### src/rtl/core/nap_pkg.sv
// Shared types, codes and sizes for the numeric argument parser.
package nap_pkg;

    localparam int VALUE_WIDTH = 32;
    localparam int OUT_WIDTH   = 32;
    localparam int DEF_WIDTH   = 31;
    localparam int Q_DEPTH     = 2;
    localparam int Q_PTR_W     = (Q_DEPTH > 1) ? $clog2(Q_DEPTH) : 1;
    localparam int Q_CNT_W     = $clog2(Q_DEPTH + 1);

    localparam logic [7:0] CH_NUL   = 8'h00;
    localparam logic [7:0] CH_TAB   = 8'h09;
    localparam logic [7:0] CH_NL    = 8'h0A;
    localparam logic [7:0] CH_SPACE = 8'h20;
    localparam logic [7:0] CH_ZERO  = 8'h30;
    localparam logic [7:0] CH_NINE  = 8'h39;
    localparam logic [7:0] CH_UC_A  = 8'h41;
    localparam logic [7:0] CH_UC_F  = 8'h46;
    localparam logic [7:0] CH_UC_X  = 8'h58;
    localparam logic [7:0] CH_LC_A  = 8'h61;
    localparam logic [7:0] CH_LC_F  = 8'h66;
    localparam logic [7:0] CH_LC_X  = 8'h78;

    // digit value of a character; NOT_DIGIT for anything else
    localparam logic [4:0] NOT_DIGIT = 5'd16;
    localparam logic [4:0] LIM_OCT   = 5'd8;
    localparam logic [4:0] LIM_DEC   = 5'd10;
    localparam logic [4:0] LIM_HEX   = 5'd16;

    typedef enum logic [1:0] {
        ST_NUMBER  = 2'd0,
        ST_DEFAULT = 2'd1,
        ST_NAN     = 2'd2,
        ST_END     = 2'd3
    } t_status;

    typedef enum logic [0:0] {
        CFG_DEFAULT_ENABLE = 1'b0,
        CFG_DEFAULT_NUMBER = 1'b1
    } t_cfg_index;

    typedef struct packed {
        logic [7:0] char_code;
        logic       end_of_input;
    } t_in_item;

    typedef struct packed {
        logic [OUT_WIDTH-1:0] number_value;
        logic [1:0]           parse_status;
        logic [7:0]           terminator_char;
        logic                 terminator_is_end;
    } t_out_item;

    // classified character as held in the queue
    typedef struct packed {
        logic [7:0] char_code;
        logic       is_end;
        logic       is_blank;
        logic       is_newline;
        logic       is_x;
        logic [4:0] digit;
    } t_cls;

    typedef struct packed {
        logic                 default_enable;
        logic [DEF_WIDTH-1:0] default_number;
    } t_cfg;

endpackage

### src/rtl/core/nap_front.sv
// Front end: takes input items and classifies each character.
module nap_front (
    input  logic              i_clk,
    input  logic              i_rst_n,
    input  logic              i_in_valid,
    output logic              o_in_stall,
    input  nap_pkg::t_in_item i_in_item,
    output logic              o_push,
    output nap_pkg::t_cls     o_cls,
    input  logic              i_q_full
);
    import nap_pkg::*;

    logic [7:0] w_c;
    logic [4:0] w_digit;

    assign w_c = i_in_item.char_code;

    always_comb begin
        if (w_c inside {[CH_ZERO:CH_NINE]}) begin
            w_digit = 5'(w_c - CH_ZERO);
        end else if (w_c inside {[CH_UC_A:CH_UC_F]}) begin
            w_digit = 5'(w_c - CH_UC_A) + LIM_DEC;
        end else if (w_c inside {[CH_LC_A:CH_LC_F]}) begin
            w_digit = 5'(w_c - CH_LC_A) + LIM_DEC;
        end else begin
            w_digit = NOT_DIGIT;
        end
    end

    always_comb begin
        o_cls.char_code  = w_c;
        o_cls.is_end     = i_in_item.end_of_input || (w_c == CH_NUL);
        o_cls.is_blank   = w_c inside {CH_SPACE, CH_TAB};
        o_cls.is_newline = (w_c == CH_NL);
        o_cls.is_x       = w_c inside {CH_LC_X, CH_UC_X};
        o_cls.digit      = w_digit;
    end

    // stall is held off reset so nothing is taken before the queue is cleared
    logic r_live;
    always_ff @(posedge i_clk) begin
        if (!i_rst_n) begin
            r_live <= 1'b0;
        end else begin
            r_live <= 1'b1;
        end
    end

    assign o_in_stall = i_q_full || !r_live;
    assign o_push     = i_in_valid && !o_in_stall;

endmodule

### src/rtl/core/nap_queue.sv
// Short register queue between the front and the back end.
module nap_queue (
    input  logic          i_clk,
    input  logic          i_rst_n,
    input  logic          i_push,
    input  nap_pkg::t_cls i_cls,
    output logic          o_full,
    output logic          o_valid,
    output nap_pkg::t_cls o_cls,
    input  logic          i_pop
);
    import nap_pkg::*;

    t_cls               r_mem [Q_DEPTH];
    logic [Q_PTR_W-1:0] r_wptr, n_wptr;
    logic [Q_PTR_W-1:0] r_rptr, n_rptr;
    logic [Q_CNT_W-1:0] r_cnt, n_cnt;

    assign o_full  = (r_cnt == Q_CNT_W'(Q_DEPTH));
    assign o_valid = (r_cnt != '0);
    assign o_cls   = r_mem[r_rptr];

    always_comb begin
        n_wptr = r_wptr;
        n_rptr = r_rptr;
        n_cnt  = r_cnt;
        if (i_push) begin
            n_wptr = (r_wptr == Q_PTR_W'(Q_DEPTH - 1)) ? '0 : r_wptr + 1'b1;
        end
        if (i_pop) begin
            n_rptr = (r_rptr == Q_PTR_W'(Q_DEPTH - 1)) ? '0 : r_rptr + 1'b1;
        end
        if (i_push && !i_pop) begin
            n_cnt = r_cnt + 1'b1;
        end else if (i_pop && !i_push) begin
            n_cnt = r_cnt - 1'b1;
        end
    end

    always_ff @(posedge i_clk) begin
        if (!i_rst_n) begin
            r_wptr <= '0;
            r_rptr <= '0;
            r_cnt  <= '0;
        end else begin
            r_wptr <= n_wptr;
            r_rptr <= n_rptr;
            r_cnt  <= n_cnt;
        end
    end

    always_ff @(posedge i_clk) begin
        if (i_push) begin
            r_mem[r_wptr] <= i_cls;
        end
    end

endmodule

### src/rtl/core/nap_back.sv
// Back end: parse state machine, accumulator and registered result.
module nap_back (
    input  logic               i_clk,
    input  logic               i_rst_n,
    input  nap_pkg::t_cfg      i_cfg,
    input  logic               i_q_valid,
    input  nap_pkg::t_cls      i_q_cls,
    output logic               o_pop,
    output logic               o_out_valid,
    input  logic               i_out_stall,
    output nap_pkg::t_out_item o_out_item
);
    import nap_pkg::*;

    typedef enum logic [4:0] {
        PH_IDLE = 5'b00001,
        PH_ZERO = 5'b00010,
        PH_DEC  = 5'b00100,
        PH_OCT  = 5'b01000,
        PH_HEX  = 5'b10000
    } t_phase;

    t_phase                 r_phase, n_phase;
    logic [VALUE_WIDTH-1:0] r_acc, n_acc;
    logic                   r_out_valid;
    t_out_item              r_out_item;

    logic                   w_res_valid;
    t_out_item              w_res;
    logic                   w_out_free;
    logic [4:0]             w_lim;
    logic [VALUE_WIDTH-1:0] w_scaled;
    logic [VALUE_WIDTH-1:0] w_dig;
    logic                   w_number;

    assign w_dig = VALUE_WIDTH'(i_q_cls.digit[3:0]);

    // base limit and acc * base for the number phases
    always_comb begin
        case (r_phase)
            PH_DEC: begin
                w_lim    = LIM_DEC;
                w_scaled = (r_acc << 3) + (r_acc << 1);
            end
            PH_HEX: begin
                w_lim    = LIM_HEX;
                w_scaled = r_acc << 4;
            end
            default: begin
                w_lim    = LIM_OCT;
                w_scaled = r_acc << 3;
            end
        endcase
    end

    always_comb begin
        n_phase     = r_phase;
        n_acc       = r_acc;
        w_res_valid = 1'b0;
        w_res       = '0;
        w_number    = 1'b0;
        case (r_phase)
            PH_IDLE: begin
                if (i_q_cls.is_end) begin
                    w_res_valid             = 1'b1;
                    w_res.parse_status      = ST_END;
                    w_res.terminator_is_end = 1'b1;
                end else if (i_q_cls.is_blank) begin
                    n_phase = PH_IDLE;
                end else if (i_q_cls.is_newline) begin
                    if (i_cfg.default_enable) begin
                        w_res_valid           = 1'b1;
                        w_res.number_value    = OUT_WIDTH'(i_cfg.default_number);
                        w_res.parse_status    = ST_DEFAULT;
                        w_res.terminator_char = i_q_cls.char_code;
                    end
                end else if (i_q_cls.digit == 5'd0) begin
                    n_phase = PH_ZERO;
                    n_acc   = '0;
                end else if (i_q_cls.digit < LIM_DEC) begin
                    n_phase = PH_DEC;
                    n_acc   = w_dig;
                end else begin
                    w_res_valid           = 1'b1;
                    w_res.parse_status    = ST_NAN;
                    w_res.terminator_char = i_q_cls.char_code;
                end
            end
            PH_ZERO: begin
                if (i_q_cls.is_end) begin
                    w_number = 1'b1;
                end else if (i_q_cls.is_x) begin
                    n_phase = PH_HEX;
                    n_acc   = '0;
                end else begin
                    n_phase  = PH_OCT;
                    w_number = 1'b1;
                end
            end
            PH_DEC, PH_OCT, PH_HEX: begin
                w_number = 1'b1;
            end
            default: begin
                n_phase = PH_IDLE;
                n_acc   = '0;
            end
        endcase

        // digit of the current base, or end of the number
        if (w_number) begin
            if (i_q_cls.is_end) begin
                w_res_valid             = 1'b1;
                w_res.number_value      = OUT_WIDTH'(r_acc);
                w_res.parse_status      = ST_NUMBER;
                w_res.terminator_is_end = 1'b1;
            end else if (i_q_cls.digit >= w_lim) begin
                w_res_valid           = 1'b1;
                w_res.number_value    = OUT_WIDTH'(r_acc);
                w_res.parse_status    = ST_NUMBER;
                w_res.terminator_char = i_q_cls.char_code;
            end else begin
                n_acc = w_scaled + w_dig;
            end
        end

        if (w_res_valid) begin
            n_phase = PH_IDLE;
            n_acc   = '0;
        end
    end

    assign w_out_free = !r_out_valid || !i_out_stall;
    assign o_pop      = i_q_valid && (!w_res_valid || w_out_free);

    always_ff @(posedge i_clk) begin
        if (!i_rst_n) begin
            r_phase     <= PH_IDLE;
            r_acc       <= '0;
            r_out_valid <= 1'b0;
        end else begin
            if (o_pop) begin
                r_phase <= n_phase;
                r_acc   <= n_acc;
            end
            if (w_out_free) begin
                r_out_valid <= o_pop && w_res_valid;
            end
        end
    end

    always_ff @(posedge i_clk) begin
        if (w_out_free && o_pop && w_res_valid) begin
            r_out_item <= w_res;
        end
    end

    assign o_out_valid = r_out_valid;
    assign o_out_item  = r_out_item;

endmodule

### src/rtl/core/numeric_argument_parser.sv
// Numeric argument parser top level: configuration registers, front, queue and back end.
// Takes one character per clock while input is not stalled and returns at most one result per
// character: a decimal, octal (leading 0) or hex (0x) number, the default on a newline when
// enabled, not-a-number, or end of input. Sustained rate is one item per clock while the output
// is not stalled. A character enters the two-entry queue when accepted and passes through the
// back end state machine into the registered output. The queue lets input keep flowing while a
// result waits; input stalls only when the queue is full, and during reset until the front
// end's live register is set.
// Configuration writes are always ready; write them only while the block is idle.
module numeric_argument_parser (
    input  logic                         i_clk,
    input  logic                         i_rst_n,
    input  logic                         i_in_valid,
    output logic                         o_in_stall,
    input  nap_pkg::t_in_item            i_in_item,
    output logic                         o_out_valid,
    input  logic                         i_out_stall,
    output nap_pkg::t_out_item           o_out_item,
    input  logic                         i_cfg_valid,
    output logic                         o_cfg_ready,
    input  logic                         i_cfg_index,
    input  logic [nap_pkg::DEF_WIDTH-1:0] i_cfg_data
);
    import nap_pkg::*;

    t_cfg r_cfg;
    logic w_push, w_full, w_q_valid, w_pop;
    t_cls w_cls_in, w_cls_out;

    assign o_cfg_ready = 1'b1;

    always_ff @(posedge i_clk) begin
        if (!i_rst_n) begin
            r_cfg <= '0;
        end else if (i_cfg_valid && o_cfg_ready) begin
            case (i_cfg_index)
                CFG_DEFAULT_ENABLE: r_cfg.default_enable <= i_cfg_data[0];
                CFG_DEFAULT_NUMBER: r_cfg.default_number <= i_cfg_data;
                default:            r_cfg <= r_cfg;
            endcase
        end
    end

    nap_front u_front (
        .i_clk      (i_clk),
        .i_rst_n    (i_rst_n),
        .i_in_valid (i_in_valid),
        .o_in_stall (o_in_stall),
        .i_in_item  (i_in_item),
        .o_push     (w_push),
        .o_cls      (w_cls_in),
        .i_q_full   (w_full)
    );

    nap_queue u_queue (
        .i_clk   (i_clk),
        .i_rst_n (i_rst_n),
        .i_push  (w_push),
        .i_cls   (w_cls_in),
        .o_full  (w_full),
        .o_valid (w_q_valid),
        .o_cls   (w_cls_out),
        .i_pop   (w_pop)
    );

    nap_back u_back (
        .i_clk       (i_clk),
        .i_rst_n     (i_rst_n),
        .i_cfg       (r_cfg),
        .i_q_valid   (w_q_valid),
        .i_q_cls     (w_cls_out),
        .o_pop       (w_pop),
        .o_out_valid (o_out_valid),
        .i_out_stall (i_out_stall),
        .o_out_item  (o_out_item)
    );

endmodule

### config.mk
export PLATFORM = sky130hd
export DESIGN_NAME = numeric_argument_parser
export DESIGN_NICKNAME = d
export VERILOG_FILES = /design/src/rtl/core/nap_pkg.sv /design/src/rtl/core/nap_front.sv /design/src/rtl/core/nap_queue.sv /design/src/rtl/core/nap_back.sv /design/src/rtl/core/numeric_argument_parser.sv
export SDC_FILE = /design/constraint.sdc
export NUM_CORES = 1
export LEC_CHECK = 0
export BUFFER_PORTS_ARGS = -buffer_cell sky130_fd_sc_hd__buf_2
export CAP_MARGIN = 10
export CORE_MARGIN = 4
export CORE_UTILIZATION = 50
export DETAILED_ROUTE_END_ITERATION = 8
export GPL_TIMING_DRIVEN = 0
export PLACE_DENSITY = 0.66
export RECOVER_POWER = 100
export SLEW_MARGIN = 40
export SYNTH_ARGS = -nofsm -noshare
export SYNTH_HDL_FRONTEND = slang
export SYNTH_HIERARCHICAL = 1
export SYNTH_SLANG_ARGS = --single-unit
### constraint.sdc
create_clock -name i_clk -period 16.2 [get_ports i_clk]
set_clock_uncertainty 0.2 [all_clocks]
set_input_delay 0.81 -clock i_clk [delete_from_list [all_inputs] [get_ports i_clk]]
set_output_delay 0.81 -clock i_clk [all_outputs]
set_load 0.05 [all_outputs]
# Word-level counts from Yosys, hierarchy flattened
# Memory sizes are Yosys's and may differ from the RTL's. A register that Yosys moved wholly into a read port is not among the register bits.
# Cells that the tools add are included.
[word_totals]
reg_bits = 118
in_bits = 46
ram_bits = 34
wordCells = 149
n_memories = 1
output_inout_bits = 46
[mem_list]
columns = ["memory", "depth", "word_bits", "read_ports", "rd_ports_with_merged_regs", "wr", "line", "text"]
rows = [
  ["u_queue.r_mem", 2, 17, 1, 1, 1, "nap_queue.sv:14", "t_cls r_mem [Q_DEPTH];"],
]
[classes]
mux = 68
order_cmp = 8
add_sub_neg = 11
n_reduce_logical = 31
eq_ne = 16
bitwise_logic = 1
[op_table]
columns = ["operator", "n"]
rows = [
  ["two-way mux 32 bit", 13],
  ["two-way mux 42 bit", 6],
  ["one-hot mux 32 bit (3 select lines)", 1],
  ["two-way mux 43 bit", 2],
  ["one-hot mux 32 bit (2 select lines)", 1],
  ["two-way mux 5 bit", 11],
  ["two-way mux 41 bit", 1],
  ["two-way mux 34 bit", 1],
  ["adder 32 bit", 1],
  ["adder 32 x 4 -> 32 bit", 1],
  ["two-way mux 10 bit", 3],
  ["two-way mux 1 bit", 21],
  ["equality test 8 x 4 -> 1 bit, second input constant", 2],
  ["equality test 8 x 7 -> 1 bit, second input constant", 2],
  [">= comparator 8 x 7 -> 1 bit, second input constant", 2],
  ["<= comparator 8 x 7 -> 1 bit, second input constant", 2],
  ["two-way mux 8 bit", 2],
  ["one-hot mux 5 bit (3 select lines)", 1],
  ["adder 5 x 4 -> 5 bit, second input constant", 2],
  ["logical AND 1 bit", 10],
  ["one-hot mux 5 bit (2 select lines)", 1],
  ["subtractor 5 x 1 -> 5 bit, second input constant", 2],
  ["equality test 8 x 6 -> 1 bit, second input constant", 1],
  [">= comparator 8 x 6 -> 1 bit, second input constant", 1],
  ["28 further kinds", 45],
]

# Logic depth before layout (Yosys ltp)
[logic_depth]
depth_word = 16
depth_mapped = 20
ltp_nobuf = 16

# Cells and area by module
# The synthesis kept the hierarchy.
[by_module_without_submodules]
columns = ["module", "area_per_inst_um2", "cells_per_inst", "n_inst", "seq_area_each_um2"]
rows = [
  ["nap_back", 6592.6, 769, 1, 2052.0],
  ["nap_queue", 1446.4, 75, 1, 1121.1],
  ["numeric_argument_parser", 1415.1, 147, 1, 640.6],
  ["nap_front", 364.1, 45, 1, 20.0],
]

# Least setup slack after synthesis
# No wires, ideal clock.
[synth_timing]
path_kind = "flip-flop to flip-flop"
startpoint = "register u_back.r_phase[1]"
endpoint = "register u_back.r_acc[11]"
arrival_time_ns = 5.346
n_path_buf = 5
period_less_slack_ns = 5.665
setup_time_ns = 0.118
t_required_ns = 15.882
path_stages_with_launch = 19
path_slack_ns = 10.535
path_cell_list = "dfxtp_1 buf_2 nor3_2 nand2b_1 buf_2 inv_2 buf_2 buf_2 ha_1 nor2b_1 o31a_1 o21ai_0 a31oi_1 nor2_1 nor2_1 a21oi_1 clkbuf_1 a22oi_1 nor2b_1"
[synth_between]
elab_chain_len = 9
word_cells_on_any_way = 23
cone_classes = "add/sub (1); order compare (1); eq/ne (5); mux (12); reduce/logical (4)"
[synth_rtl]
columns = ["element", "line", "text"]
rows = [
  ["from (decl)", "nap_back.sv:23", "t_phase r_phase, n_phase;"],
  ["from (signal assigned)", "nap_back.sv:142", "r_phase <= n_phase;"],
  ["parallel branches: the longest is 9 deep, another holds adder 32 x 4 -> 32 bit", "-", ""],
  ["to (signal assigned)", "nap_back.sv:143", "r_acc <= n_acc;"],
  ["to (decl)", "nap_back.sv:24", "logic [VALUE_WIDTH-1:0] r_acc, n_acc;"],
]
# Parallel ways; which one is timed is not known.
# A chain may end at the register's enable or synchronous reset.

# Final worst setup path
[layout_timing]
startpoint = "register u_back.r_phase[1]"
endpoint = "register u_back.r_acc[28]"
# Same word-level chain as after synthesis.

==> summary.txt <==
Yosys
  – Number of synthesized flops with an enable pin: between 70 and 80
  – Top area cells in the synthesized netlist: sky130_fd_sc_hd__edfxtp_1 (24%), sky130_fd_sc_hd__dfxtp_1 (15%), sky130_fd_sc_hd__ha_1 (5.0%)
  – Number of register bits inferred by synthesis: 153
  – Synth Area per Inst: 9.48 um^2
  – Proportion of register bits with asynchronous set or reset after synthesis: 0%
  – Most frequent cells after synthesis: sky130_fd_sc_hd__nand2_1 (87), sky130_fd_sc_hd__edfxtp_1 (77), sky130_fd_sc_hd__dfxtp_1 (76), sky130_fd_sc_hd__a21oi_1 (63), sky130_fd_sc_hd__nor2_1 (53)
  – Area share of the largest cell type after synthesis: 23.6%
  – Yosys Warn Count: 6
  – Post-Syn Area: about 9800 um^2
  – Share of synthesized area occupied by flip-flops and latches: 39.0%
  – Most used flip-flop cell after synthesis: sky130_fd_sc_hd__edfxtp_1
  – Dominant cell by count in the synthesized netlist: sky130_fd_sc_hd__nand2_1
  – Cell accounting for the most synthesized area: sky130_fd_sc_hd__edfxtp_1
  – Number of unique standard cell types used by synthesis: approximately 90
  – Nets in the synthesized netlist: 1123
  – Number of instances in the synthesized netlist: 1036

Drt
  – Final Routed Wirelength: 27.1 mm
  – Number of remaining DRC errors: 0
  – Wire per inst: 19.1 um
  – Initial drt markers: 573
  – Total via count in the routed design: 8552
  – Antenna Nets Post-Route: 0
  – Mean number of vias per cell: 6.01
  – Number of iterations in the first detailed-routing pass: 5

Worst setup path
  – Largest fanout on the critical path: 10
  – Endpoint class of the critical path: flip-flop
  – Kind of launch point of the worst setup path: flip-flop
  – Required time at the worst-slack endpoint: ~16000 ps
  – Type of the worst setup path: reg2reg
  – Arrival time worst endpoint: 6620 ps

Clock tree
  – Post-CTS clock slew at the launch and capture registers of the worst setup and hold paths: approximately 60 ps
  – Number of CTS-inserted buffers: 17
  – Maximum root-to-sink buffer count: 2
  – Clock root buffer master: sky130_fd_sc_hd__clkbuf_16
  – Post-CTS resize count: 0
  – CTS Hold Bufs: 0
  – Number of buffers inserted by post-CTS setup repair: 0
  – Clock latency on the worst-skew pair: 420 ps
  – Clk sinks: 153
  – Count of H-tree levels built during CTS: 4
  – CTS tree: yes

Placed design
  – Final Wtd Congestion: 0.888
  – Count of port buffers added during placement: 90
  – Half-perimeter wire length after detailed placement: 20.6 mm

Global route
  – Overflow after GRT: 0
  – Antenna violations before repair: 0
  – Pin count of the biggest net entering global routing: 21
  – Vias in the first global route: 7993
  – Total routing resource utilization after global routing: between 20% and 30%
  – Wire length of the first global-routing pass: 43.4 mm

Floorplanning
  – Std cell rows: 50
  – Floorplan die area: ~22000 um^2
  – Width of the die: 148 um
  – Initial core utilization: 51.6%
  – I/O pin count: 92
  – Die Span Y: 148 um
  – Core region area: roughly 19000 um^2

Power
  – Register share of total power: roughly 40%
  – Cell-internal power: 0.773 mW
  – Areal power density over the cells: 114 nW/um^2
  – Leak: about 4 nW
  – Switching pwr: around 0.48 mW
  – Combinational share of power: ~30%
  – Clock group share of total power: 29.9%
  – Highest ir drop seen on vdd: 0.0000934 V
  – Net switching fraction of the power: roughly two fifths

Cells and area
  – Share of layout cells above drive strength 1: 12.5%
  – Layout Area Growth over Synthesis: 11.5%
  – Count of inserted antenna diode cells: 0
  – Count of nets after finishing: 1236

Worst hold path
  – Type of the tightest min-delay check: reg2reg

STA
  – Ratio of final minimum period to clock period: 40.1%
  – Final count of pins violating max slew: 19
  – Final Hold Violating Endpoints: 0
  – Final critical delay including setup and external delays: 6490 ps
  – Setup_tns: 0 ps
  – Final number of setup-violating endpoints: 0
  – Highest achievable clock rate: 154 MHz
  – Slew at the pin with the worst max-slew slack: 1640 ps
  – Worst slew margin relative to its limit: -9.56%
  – Post-Route Hold Slack: 262 ps
  – RSZ-0062 raised after global routing: false

Status
  – Result of the run: finished with violations
  – Failing checks: capacitance limit, slew limit

Run
  – Maximum Capacitance Violations: 1
layer usage:
layer | share of wire (%) | vias to the layer above | track usage, %
met5 | 0 | - | 0
met4 | 1.7 | 0 | 6.51
met3 | 7.2 | 34 | 3.20
met2 | 44 | 318 | 38.0
met1 | 47 | 4005 | 37.2
li1 | - | 4195 | -
power groups by stage:
stage	clock, mW	combinational (mW)	sequential [mW]
after detailed placement	0	0.407	0.506
final	0.373	0.375	0.501
after CTS	0.378	0.410	0.498
after floorplan	0	0.148	0.646
after global routing	0.398	0.399	0.505
after global placement	0	0.385	0.512
per-stage QoR:
stage               util, %  area [um^2]  power (mW)  instances  setup slack [ps]
floorplan                 -         9820       0.794       1036             10540
global placement       55.7        10600       0.897       1386              7820
detailed placement     56.1        10700       0.913       1388             10830
CTS                    59.1        11200        1.29       1420             10780
global route           57.6        10900        1.30       1422              9150
finish                 57.6        10900        1.25       1422              9710
final timing paths:
kind	end	startpoint	slack (ps)	depth (start not counted)
worst max-delay path	u_back/r_acc[28]$_SDFFE_PN0P_	u_back/r_phase[1]$_SDFFE_PN0P_	9710	18
worst min-delay path	r_cfg[18]$_SDFFE_PN0P_	r_cfg[18]$_SDFFE_PN0P_	260	2
worst max register to register	u_back/r_acc[28]$_SDFFE_PN0P_	u_back/r_phase[1]$_SDFFE_PN0P_	9710	18
worst min register to register	r_cfg[18]$_SDFFE_PN0P_	r_cfg[18]$_SDFFE_PN0P_	260	2
worst max-delay path, stage by stage (launching register included):
cell and delay (ps):
sky130_fd_sc_hd__dfxtp_1 300, sky130_fd_sc_hd__clkbuf_1 180, sky130_fd_sc_hd__nor3_1 840, sky130_fd_sc_hd__nand2b_1 110
sky130_fd_sc_hd__clkbuf_1 220, sky130_fd_sc_hd__inv_1 180, sky130_fd_sc_hd__clkbuf_1 390, sky130_fd_sc_hd__clkbuf_1 520
sky130_fd_sc_hd__ha_1 340, sky130_fd_sc_hd__nor2b_1 130, sky130_fd_sc_hd__o31a_1 220, sky130_fd_sc_hd__o21ai_0 270
sky130_fd_sc_hd__a31oi_1 370, sky130_fd_sc_hd__nor2_1 380, sky130_fd_sc_hd__nor2_1 270, sky130_fd_sc_hd__a21oi_1 580
sky130_fd_sc_hd__clkbuf_1 510, sky130_fd_sc_hd__a21oi_1 140, sky130_fd_sc_hd__nor4b_1 230
cell families (layout without fill, tap and decap cells):
| kind of cell | Yosys count | after routing | share of synthesized area (%) |
|---|---|---|---|
| AO/OA/AOI/OAI | 336 | 336 | 24.9 |
| XOR/XNOR | 33 | 33 | 2.94 |
| adder cells (fa/ha/maj) | 41 | 41 | 5.38 |
| buffers and inverters | 90 | 216 | 5.14 |
| flip-flops | 153 | 153 | 39.0 |
| multiplexers | 27 | 27 | 2.98 |
| other | 1 | 1 | 0.0382 |
| AND/OR/NAND/NOR | 355 | 355 | 19.6 |
final cells by class:
type | count | area [um^2]
plain buffers | 66 | 370
clock buffers | 20 | 437
clock inverters | 12 | 118
fillers | 1813 | 8070
inverters | 24 | 90.1
multi-input cells | 793 | 5370
flip-flops and latches | 153 | 3830
well taps | 260 | 325
repair buffers | 94 | 399
cells in the final DEF (no fill, tap or decap), types with 10 or more instances in the layout:
cell,Yosys,routed
sky130_fd_sc_hd__inv_1,23,24
sky130_fd_sc_hd__a21o_1,22,22
sky130_fd_sc_hd__nor3_1,15,16
sky130_fd_sc_hd__nand4_1,44,44
sky130_fd_sc_hd__o21a_1,12,12
sky130_fd_sc_hd__a211oi_1,10,10
sky130_fd_sc_hd__nor2b_1,28,28
sky130_fd_sc_hd__xnor2_1,17,17
sky130_fd_sc_hd__a21oi_1,63,63
sky130_fd_sc_hd__clkbuf_1,24,97
sky130_fd_sc_hd__o21ai_0,44,67
sky130_fd_sc_hd__dfxtp_1,76,76
sky130_fd_sc_hd__a22oi_1,19,19
sky130_fd_sc_hd__nand2_1,87,87
sky130_fd_sc_hd__and2_0,0,12
sky130_fd_sc_hd__mux2_2,18,17
sky130_fd_sc_hd__a22o_1,37,37
sky130_fd_sc_hd__o211ai_1,12,12
sky130_fd_sc_hd__and2_1,23,11
sky130_fd_sc_hd__nand2b_1,12,12
sky130_fd_sc_hd__clkbuf_16,0,17
sky130_fd_sc_hd__ha_1,39,39
sky130_fd_sc_hd__edfxtp_1,77,77
sky130_fd_sc_hd__nor2_1,53,53
sky130_fd_sc_hd__buf_2,15,46
sky130_fd_sc_hd__nand3_1,26,26
sky130_fd_sc_hd__xor2_1,16,16
flip-flops by register name, summed over array words and instances (netlist names), named ones only:
register and count:
r_cfg 32, u_back/o_out_item 43, u_back/o_out_valid 1, u_back/r_acc 32
u_back/r_phase 5, u_front/r_live 1, u_queue/r_cnt 2, u_queue/r_mem 34
u_queue/r_rptr 1, u_queue/r_wptr 1
Power figures use the tool's default switching activity.
